[config.mk]
export PLATFORM = sky130hd
export DESIGN_NAME = ftig_ctrl
export DESIGN_NICKNAME = d
export VERILOG_FILES = /design/src/hw/rtl/frame_time_integral_gap_fill_unit_assert.svh /design/src/hw/rtl/ftig_pkg.sv /design/src/hw/rtl/ftig_ctrl.sv
export SDC_FILE = /design/constraint.sdc
export NUM_CORES = 1
export LEC_CHECK = 0
export BUFFER_PORTS_ARGS = -buffer_cell sky130_fd_sc_hd__buf_2
export CAP_MARGIN = 20
export CORE_MARGIN = 8
export CORE_UTILIZATION = 54
export DETAILED_ROUTE_END_ITERATION = 10
export GPL_TIMING_DRIVEN = 1
export PLACE_DENSITY = 0.78
export SLEW_MARGIN = 0
export SYNTH_ARGS = -nofsm -noshare
export SYNTH_HDL_FRONTEND = slang
export SYNTH_SLANG_ARGS = --single-unit
export TNS_END_PERCENT = 50
[constraint.sdc]
create_clock -name aclk -period 2.09 [get_ports aclk]
set_input_delay 0.1045 -clock aclk [delete_from_list [all_inputs] [get_ports aclk]]
set_output_delay 0.1045 -clock aclk [all_outputs]
set_load 0.1 [all_outputs]
[src/hw/rtl/frame_time_integral_gap_fill_unit_assert.svh]
// Assertion macros shared by the gap-fill integrator.
`ifndef FRAME_TIME_INTEGRAL_GAP_FILL_UNIT_ASSERT_SVH
`define FRAME_TIME_INTEGRAL_GAP_FILL_UNIT_ASSERT_SVH

// The consequent must hold in the same cycle as the antecedent.
`define FTIG_ASSERT_NOW(label, clk, rstn, ante, cons, msg) \
    label: assert property (@(posedge clk) disable iff (!rstn) (ante) |-> (cons)) \
        else $error(msg);

// The consequent must hold in the cycle after the antecedent.
`define FTIG_ASSERT_NEXT(label, clk, rstn, ante, cons, msg) \
    label: assert property (@(posedge clk) disable iff (!rstn) (ante) |=> (cons)) \
        else $error(msg);

`endif

[src/hw/rtl/ftig_pkg.sv]
package ftig_pkg;

    // Field widths of the two channels.
    localparam int VALUE_W   = 32;
    localparam int TIME_W    = 32;
    localparam int ACC_W     = 64;
    localparam int S_TDATA_W = VALUE_W + 3 * TIME_W;

    // Time fraction bits; a frame without times lasts one second.
    localparam int TIME_FRAC_BITS = 8;

    // Shared multiplier: 34 x 34 signed covers all three products.
    localparam int MUL_W  = 34;
    localparam int PROD_W = 2 * MUL_W;

    // Interpolation divider: dividend up to 65 bits, divisor 33 bits,
    // quotient clamped at 2^QCLAMP_BITS.
    localparam int DIVD_W      = 65;
    localparam int DEN_W       = 33;
    localparam int QCLAMP_BITS = 40;
    localparam int QUOT_W      = QCLAMP_BITS + 1;
    localparam int DIV_STEPS   = QCLAMP_BITS;
    localparam int DIV_CNT_W   = $clog2(DIV_STEPS);

    localparam logic [MUL_W-1:0] UNIT_DURATION = MUL_W'(1) << TIME_FRAC_BITS;

    // Register byte addresses.
    localparam int PADDR_W = 3;
    localparam logic [PADDR_W-1:0] ADDR_TIMES_PRESENT = 3'd0;

    // Operand selection for the shared multiplier.
    typedef enum logic [1:0] {
        MUL_DUR    = 2'd0,
        MUL_INTERP = 2'd1,
        MUL_GAP    = 2'd2
    } mul_sel_t;

    // Commands from the controller to the datapath.
    typedef struct packed {
        logic     capture;
        logic     mul_en;
        mul_sel_t mul_sel;
        logic     add_frame;
        logic     div_init;
        logic     div_step;
        logic     interp_en;
        logic     add_gap;
        logic     finish;
        logic     emit;
    } ctrl_cmd_t;

    // Status from the datapath to the controller.
    typedef struct packed {
        logic gap_needed;
        logic big;
        logic is_last;
        logic out_busy;
    } ctrl_status_t;

endpackage

[src/hw/rtl/ftig_ctrl.sv]
module ftig_ctrl (
    input  logic                  aclk,
    input  logic                  aresetn,
    input  logic                  s_tvalid,
    output logic                  s_tready,
    input  ftig_pkg::ctrl_status_t status,
    output ftig_pkg::ctrl_cmd_t    cmd
);
    import ftig_pkg::*;

    typedef enum logic [9:0] {
        ST_IDLE = 10'b00_0000_0001,
        ST_DUR  = 10'b00_0000_0010,
        ST_ADD1 = 10'b00_0000_0100,
        ST_PROD = 10'b00_0000_1000,
        ST_CHK  = 10'b00_0001_0000,
        ST_DIV  = 10'b00_0010_0000,
        ST_Y    = 10'b00_0100_0000,
        ST_GMUL = 10'b00_1000_0000,
        ST_ADD2 = 10'b01_0000_0000,
        ST_FIN  = 10'b10_0000_0000
    } state_t;

    state_t               state_reg, state_next;
    logic [DIV_CNT_W-1:0] cnt_reg, cnt_next;

    // Sequencer: one frame at a time, gap path only when a gap exists.
    always_comb begin
        state_next = state_reg;
        cnt_next   = cnt_reg;
        cmd        = '0;
        cmd.mul_sel = MUL_DUR;
        s_tready   = 1'b0;
        unique case (state_reg)
            ST_IDLE: begin
                s_tready    = 1'b1;
                cmd.capture = s_tvalid;
                if (s_tvalid) begin
                    state_next = ST_DUR;
                end
            end
            ST_DUR: begin
                cmd.mul_en  = 1'b1;
                cmd.mul_sel = MUL_DUR;
                state_next  = ST_ADD1;
            end
            ST_ADD1: begin
                cmd.add_frame = 1'b1;
                state_next    = status.gap_needed ? ST_PROD : ST_FIN;
            end
            ST_PROD: begin
                cmd.mul_en  = 1'b1;
                cmd.mul_sel = MUL_INTERP;
                state_next  = ST_CHK;
            end
            ST_CHK: begin
                cmd.div_init = 1'b1;
                cnt_next     = DIV_CNT_W'(DIV_STEPS - 1);
                state_next   = status.big ? ST_Y : ST_DIV;
            end
            ST_DIV: begin
                cmd.div_step = 1'b1;
                cnt_next     = cnt_reg - 1'b1;
                if (cnt_reg == '0) begin
                    state_next = ST_Y;
                end
            end
            ST_Y: begin
                cmd.interp_en = 1'b1;
                state_next    = ST_GMUL;
            end
            ST_GMUL: begin
                cmd.mul_en  = 1'b1;
                cmd.mul_sel = MUL_GAP;
                state_next  = ST_ADD2;
            end
            ST_ADD2: begin
                cmd.add_gap = 1'b1;
                state_next  = ST_FIN;
            end
            ST_FIN: begin
                // A last frame waits until the output register is free.
                if (!status.is_last || !status.out_busy) begin
                    cmd.finish = 1'b1;
                    cmd.emit   = status.is_last;
                    state_next = ST_IDLE;
                end
            end
            default: begin
                state_next = ST_IDLE;
            end
        endcase
    end

    always_ff @(posedge aclk) begin
        if (!aresetn) begin
            state_reg <= ST_IDLE;
            cnt_reg   <= '0;
        end else begin
            state_reg <= state_next;
            cnt_reg   <= cnt_next;
        end
    end

endmodule

; ---- Word level (Yosys, flattened, before mapping)
; Cells that the tools add are included.
; W data, S select, Z words.
[totals]
inputBits = 7
mem_bits_ro = 0
ram_bits = 0
latchBits = 0
register_bits = 16
word_cells = 39
output_inout_bits = 12
mem_count = 0
[op_classes]
bitwise_logic = 0
add_sub_neg = 1
reduce_logical = 6
mul = 0
n_eq_ne = 13
muxes = 17
shift = 0
order_cmp = 0
div_mod_pow = 0
[ops]
columns = cell, count
row1 = $pmux W10 S10, 1
row2 = $mux W10, 4
row3 = $pmux W6 S2, 1
row4 = $eq A10 B1 Y1 const B, 1
row5 = $eq A10 B10 Y1 const B, 1
row6 = $eq A10 B2 Y1 const B, 1
row7 = $eq A10 B3 Y1 const B, 1
row8 = $eq A10 B4 Y1 const B, 1
row9 = $eq A10 B5 Y1 const B, 1
row10 = $eq A10 B6 Y1 const B, 1
row11 = $eq A10 B7 Y1 const B, 1
row12 = $eq A10 B8 Y1 const B, 1
row13 = $eq A10 B9 Y1 const B, 1
row14 = $pmux W3 S3, 1
row15 = $mux W1, 7
row16 = $mux W7, 1
row17 = $logic_not A6 Y1, 1
row18 = $ne A2 B2 Y1 const B, 3
row19 = $sub A6 B1 Y6 const B, 1
row20 = $mux W2, 2
row21 = $reduce_and A3 Y1, 1
row22 = $logic_not A1 Y1, 2
row23 = $reduce_bool A2 Y1, 1
row24 = $logic_or A1 B1 Y1, 1

; ---- Longest topological paths before layout
[logic_depth]
ltp_word = 4
ltp_mapped = 6
ltp_nobuf = 6

; ---- Worst setup path before layout
; OpenSTA, ideal clock, no wires.
[synth_path]
path_type = reg-to-reg
startpoint = register state_reg[1]
endpoint = register state_reg[0]
path_buffers = 1
slack_ns = -1.720
synth_period_minus_slack_ns = 3.810
arrival_ns = 3.571
path_stages_with_launch = 6
required_time_ns = 1.851
setup_time_ns = 0.239
path_cell_list = dfxtp_1 > buf_6 > nor4_2 > nand3_1 > nor3b_1 > o41ai_1
[synth_via]
elab_chain_cells = 3
elab_cells_between_ends = 15
classes_between = eq/ne: 13 / mux: 1 / reduce/logical: 1
[synth_rtl]
columns = item, line
row1 = "start, declared", ftig_ctrl.sv:24  ; state_t state_reg, state_next;
row2 = "start signal, assigned", ftig_ctrl.sv:100  ; state_reg <= state_next;
row3 = "$eq A10 B10 Y1, or another cell as far along", ftig_ctrl.sv:34  ; unique case (state_reg)
row4 = $ne A2 B2 Y1 (no line), --
row5 = $reduce_and A3 Y1 (no line), --
; Parallel ways exist; a longest one is shown, timed or not.
; A chain may end at the register's enable or synchronous reset.

==> impl_metrics.csv <==
group,metric,value,unit
logic_synthesis,yosysWarnings,0,
clocking,worstSkewPairLatency,0.29,ns
timing,slew_viol_final,0,
run_status,status,"complete, but fails checks",
critical_path,reg2reg_slack,0.03,ns
logic_synthesis,ys_seq_area_share,31.1,%
logic_synthesis,synth_edf_count,0,
critical_path,cp_max_fo,7,
global_routing,grt_usage,19.1,%
critical_path,crit_buf_inv,1,
cells_and_area,drive_gt1_share,41.7,%
clocking,cts.sinks,16,
critical_path,path_cells,"or4_4 -> or3_4 -> o31ai_4 -> buf_12",
critical_path,crit_path_start_kind,"register",
clocking,htree_num_levels,1,
pwr,cellPowerDensity,452,nW/um^2
logic_synthesis,synth.distinct_cells,44,
detailed_routing,drtIter0Drc,56,
cells_and_area,stdcell_count,188,
pwr,p_total,718,uW
cells_and_area,nets,172,
detailed_routing,viasPerCell,6.55,
cells_and_area,largest_reg_flops,10,
placement,gp_congestion,0.865,
global_routing,grt_max_degree,16,
timing,tightest_slew,0.480,ns
detailed_routing,dr.pass1.iters,4,
detailed_routing,post-route-drc-count,0,
placement,placement.cell_area,1440,um^2
logic_synthesis,synth_cells,131,
cells_and_area,final_cell_mix,"buf_4, nor2_1, buf_12",
timing,min_period_over_period,102,%
global_routing,grt_pass1_vias,1136,
critical_path,slowest_stage,"or4_4",
timing,maxSlewHeadroom,67.6,%
floorplanning,ios,19,
global_routing,antenna_found_initial,0,
clocking,tritoncts,"built",
timing,fmax,469,MHz
placement,dp_hpwl,2.24,mm
pwr,leakage,0.000615,uW
cells_and_area,areaGrowthSynthToFinish,54.3,%
clocking,ctsHoldBuffers,0,
critical_path,endpoint_kind,"output pin",
placement,dp_cells,173,
floorplanning,rows,15,
floorplanning,die_area,3560,um^2
detailed_routing,vias,1231,
detailed_routing,drt-wirelength-per-cell,18.8,um
logic_synthesis,synthesis.nets,139,
critical_path,slowest_delay,0.52,ns
floorplanning,fp.dieW,59.7,um
hold_path,whs_path_depth,2,
critical_path,critPathArrivalTime,2.03,ns
critical_path,timing.rr.end,"state_reg[0]",
timing,rsz0062_at_grt,"true",
detailed_routing,ant_nets,0,
hold_path,hold_end,"state_reg[3]",
clocking,cts_buffers,3,
logic_synthesis,syn_area,1030,um^2
clocking,cts_buffer_depth,2,
logic_synthesis,avgSynthCellArea,7.86,um^2
clocking,root_buffer,"clkbuf_4",
critical_path,timing.rr.start,"state_reg[8]",
global_routing,grt_pass1_wl,5.36,mm
floorplanning,initial_core_util,58.4,%
critical_path,path_delay_family,"simple AND/OR/NAND/NOR gates",
logic_synthesis,synth_ff_type,"dfxtp_1",
timing,worst_slack,-0.0443,ns
placement,io_buffers,18,
pwr,ir_drop,0.449,mV
clocking,clkTransAtPathRegs,0.10,ns
critical_path,reg2reg_depth,5,
timing,skew,0.00912,ns
logic_synthesis,synth_area_leader_cell,"dfxtp_1",
timing,period_minus_slack,2.13,ns
logic_synthesis,yosysTopAreaCellShare,31.1,%
detailed_routing,wl,3.54,mm
hold_path,worst_hold_path_type,"input port to register",
floorplanning,die-height,59.7,um
flow_run,maxCapViolCount,0,
critical_path,required,1.99,ns
timing,finalSetupViolCount,3,
hold_path,min-delay-start,"status[3]",
cells_and_area,fin_util,90.1,%
logic_synthesis,synthTopCellsByArea,"dfxtp_1, nor2_1, nor3_1",
timing,hold_viol,0,
floorplanning,core_area,1760,um^2
cells_and_area,mostFrequentLayoutCell,"buf_4",
cells_and_area,insertedDiodeCount,0,
logic_synthesis,async_flop_share,0,%
critical_path,crit_type,"register to output pin",
run_status,violations,"setup timing",
cells_and_area,fillers,84,
logic_synthesis,ys_ff_latch,16,
cells_and_area,finalInstanceArea,1590,um^2
global_routing,grt-ovfl-total,0,
## worst max path at each step
stage / startpoint / to / slack [ns] / depth (start not counted)
6_report: state_reg[8] / cmd[9] / -0.04 / 4
5_1_grt: state_reg[6] / cmd[8] / -0.21 / 6
4_1_cts: state_reg[6] / cmd[9] / -0.03 / 4
3_5_place_dp: state_reg[8] / cnt_reg[5] / 0.12 / 5
3_3_place_gp: state_reg[8] / cnt_reg[5] / 0.15 / 5
2_1_floorplan: state_reg[3] / cmd[10] / -0.16 / 4
## synthesized netlist by cell type, types with 2 or more instances
cell      count
a21oi_1       6
a211oi_1      3
nor3_1        8
inv_1         6
nor4b_1       3
or4_1         2
nand2_1      10
clkbuf_1      4
o41ai_1       2
o21ai_0       5
or3_1         2
nor2b_1       5
a31oi_1       3
o221a_2       2
or4_4         2
nor4_1        2
nor3b_1       4
dfxtp_1      16
nor2_1       16
nand3_1       3
and3_1        4
## cells by family (layout without fill, tap and decap cells)
kind of cell	Yosys count	in the layout	synth area share [%]
xor+xnor	2	2	1.70
buf+inv	13	45	6.07
fa+ha+maj	1	1	1.21
compound gates	31	31	22.4
simple gates	68	68	37.5
flops	16	16	31.1
## metrics by stage
stage               hold WS (ns)  setup slack, ns  setup TNS (ns)
finish                    0.0401          -0.0443          -0.109
global route              0.0438           -0.212          -0.588
CTS                       0.0382          -0.0259         -0.0281
detailed placement         0.349            0.117               0
global placement           0.343            0.155               0
floorplan                  0.222           -0.162          -0.567
## worst register-to-register path: stages (launching register included)
cell and delay [ns]:
dfxtp_4 0.38, or4_4 0.52, or4_4 0.54, buf_4 0.18, o22ai_1 0.21, o41ai_1 0.11
## per-layer routing
metal  GRT usage, %  vias up  routed length (um)
li1               -      560                   -
met1           22.9      559                1310
met2           31.1       86                1710
met3           4.71       26                 352
met4           8.84        0                 163
met5              0        -                   0
## where the power goes
part	internal (uW)	leakage (uW)	total, uW	switching [uW]
Combinational	76.2	0.000461	193	117
Sequential	307	0.000132	314	7.10
Clock	106	0.0000210	211	105
Total	490	0.000615	718	229
## cell type report
cell class	count	area, um^2	area share [%]
tap	25	31.3	1.97
inverter	7	31.3	1.97
clock buffer	4	36.3	2.28
timing repair buffer	34	390	24.6
multi-input combinational	102	764	48.1
sequential	16	335	21.1
## repair_timing
| item | in CTS | in global routing |
|---|---|---|
| setup buffers | 8 | 3 |
| setup endpoints to repair | 4 | 15 |
| pin swaps | 6 | 5 |
| gates resized for setup | 5 | 4 |
No activity file was read; power rests on OpenSTA's default activity.
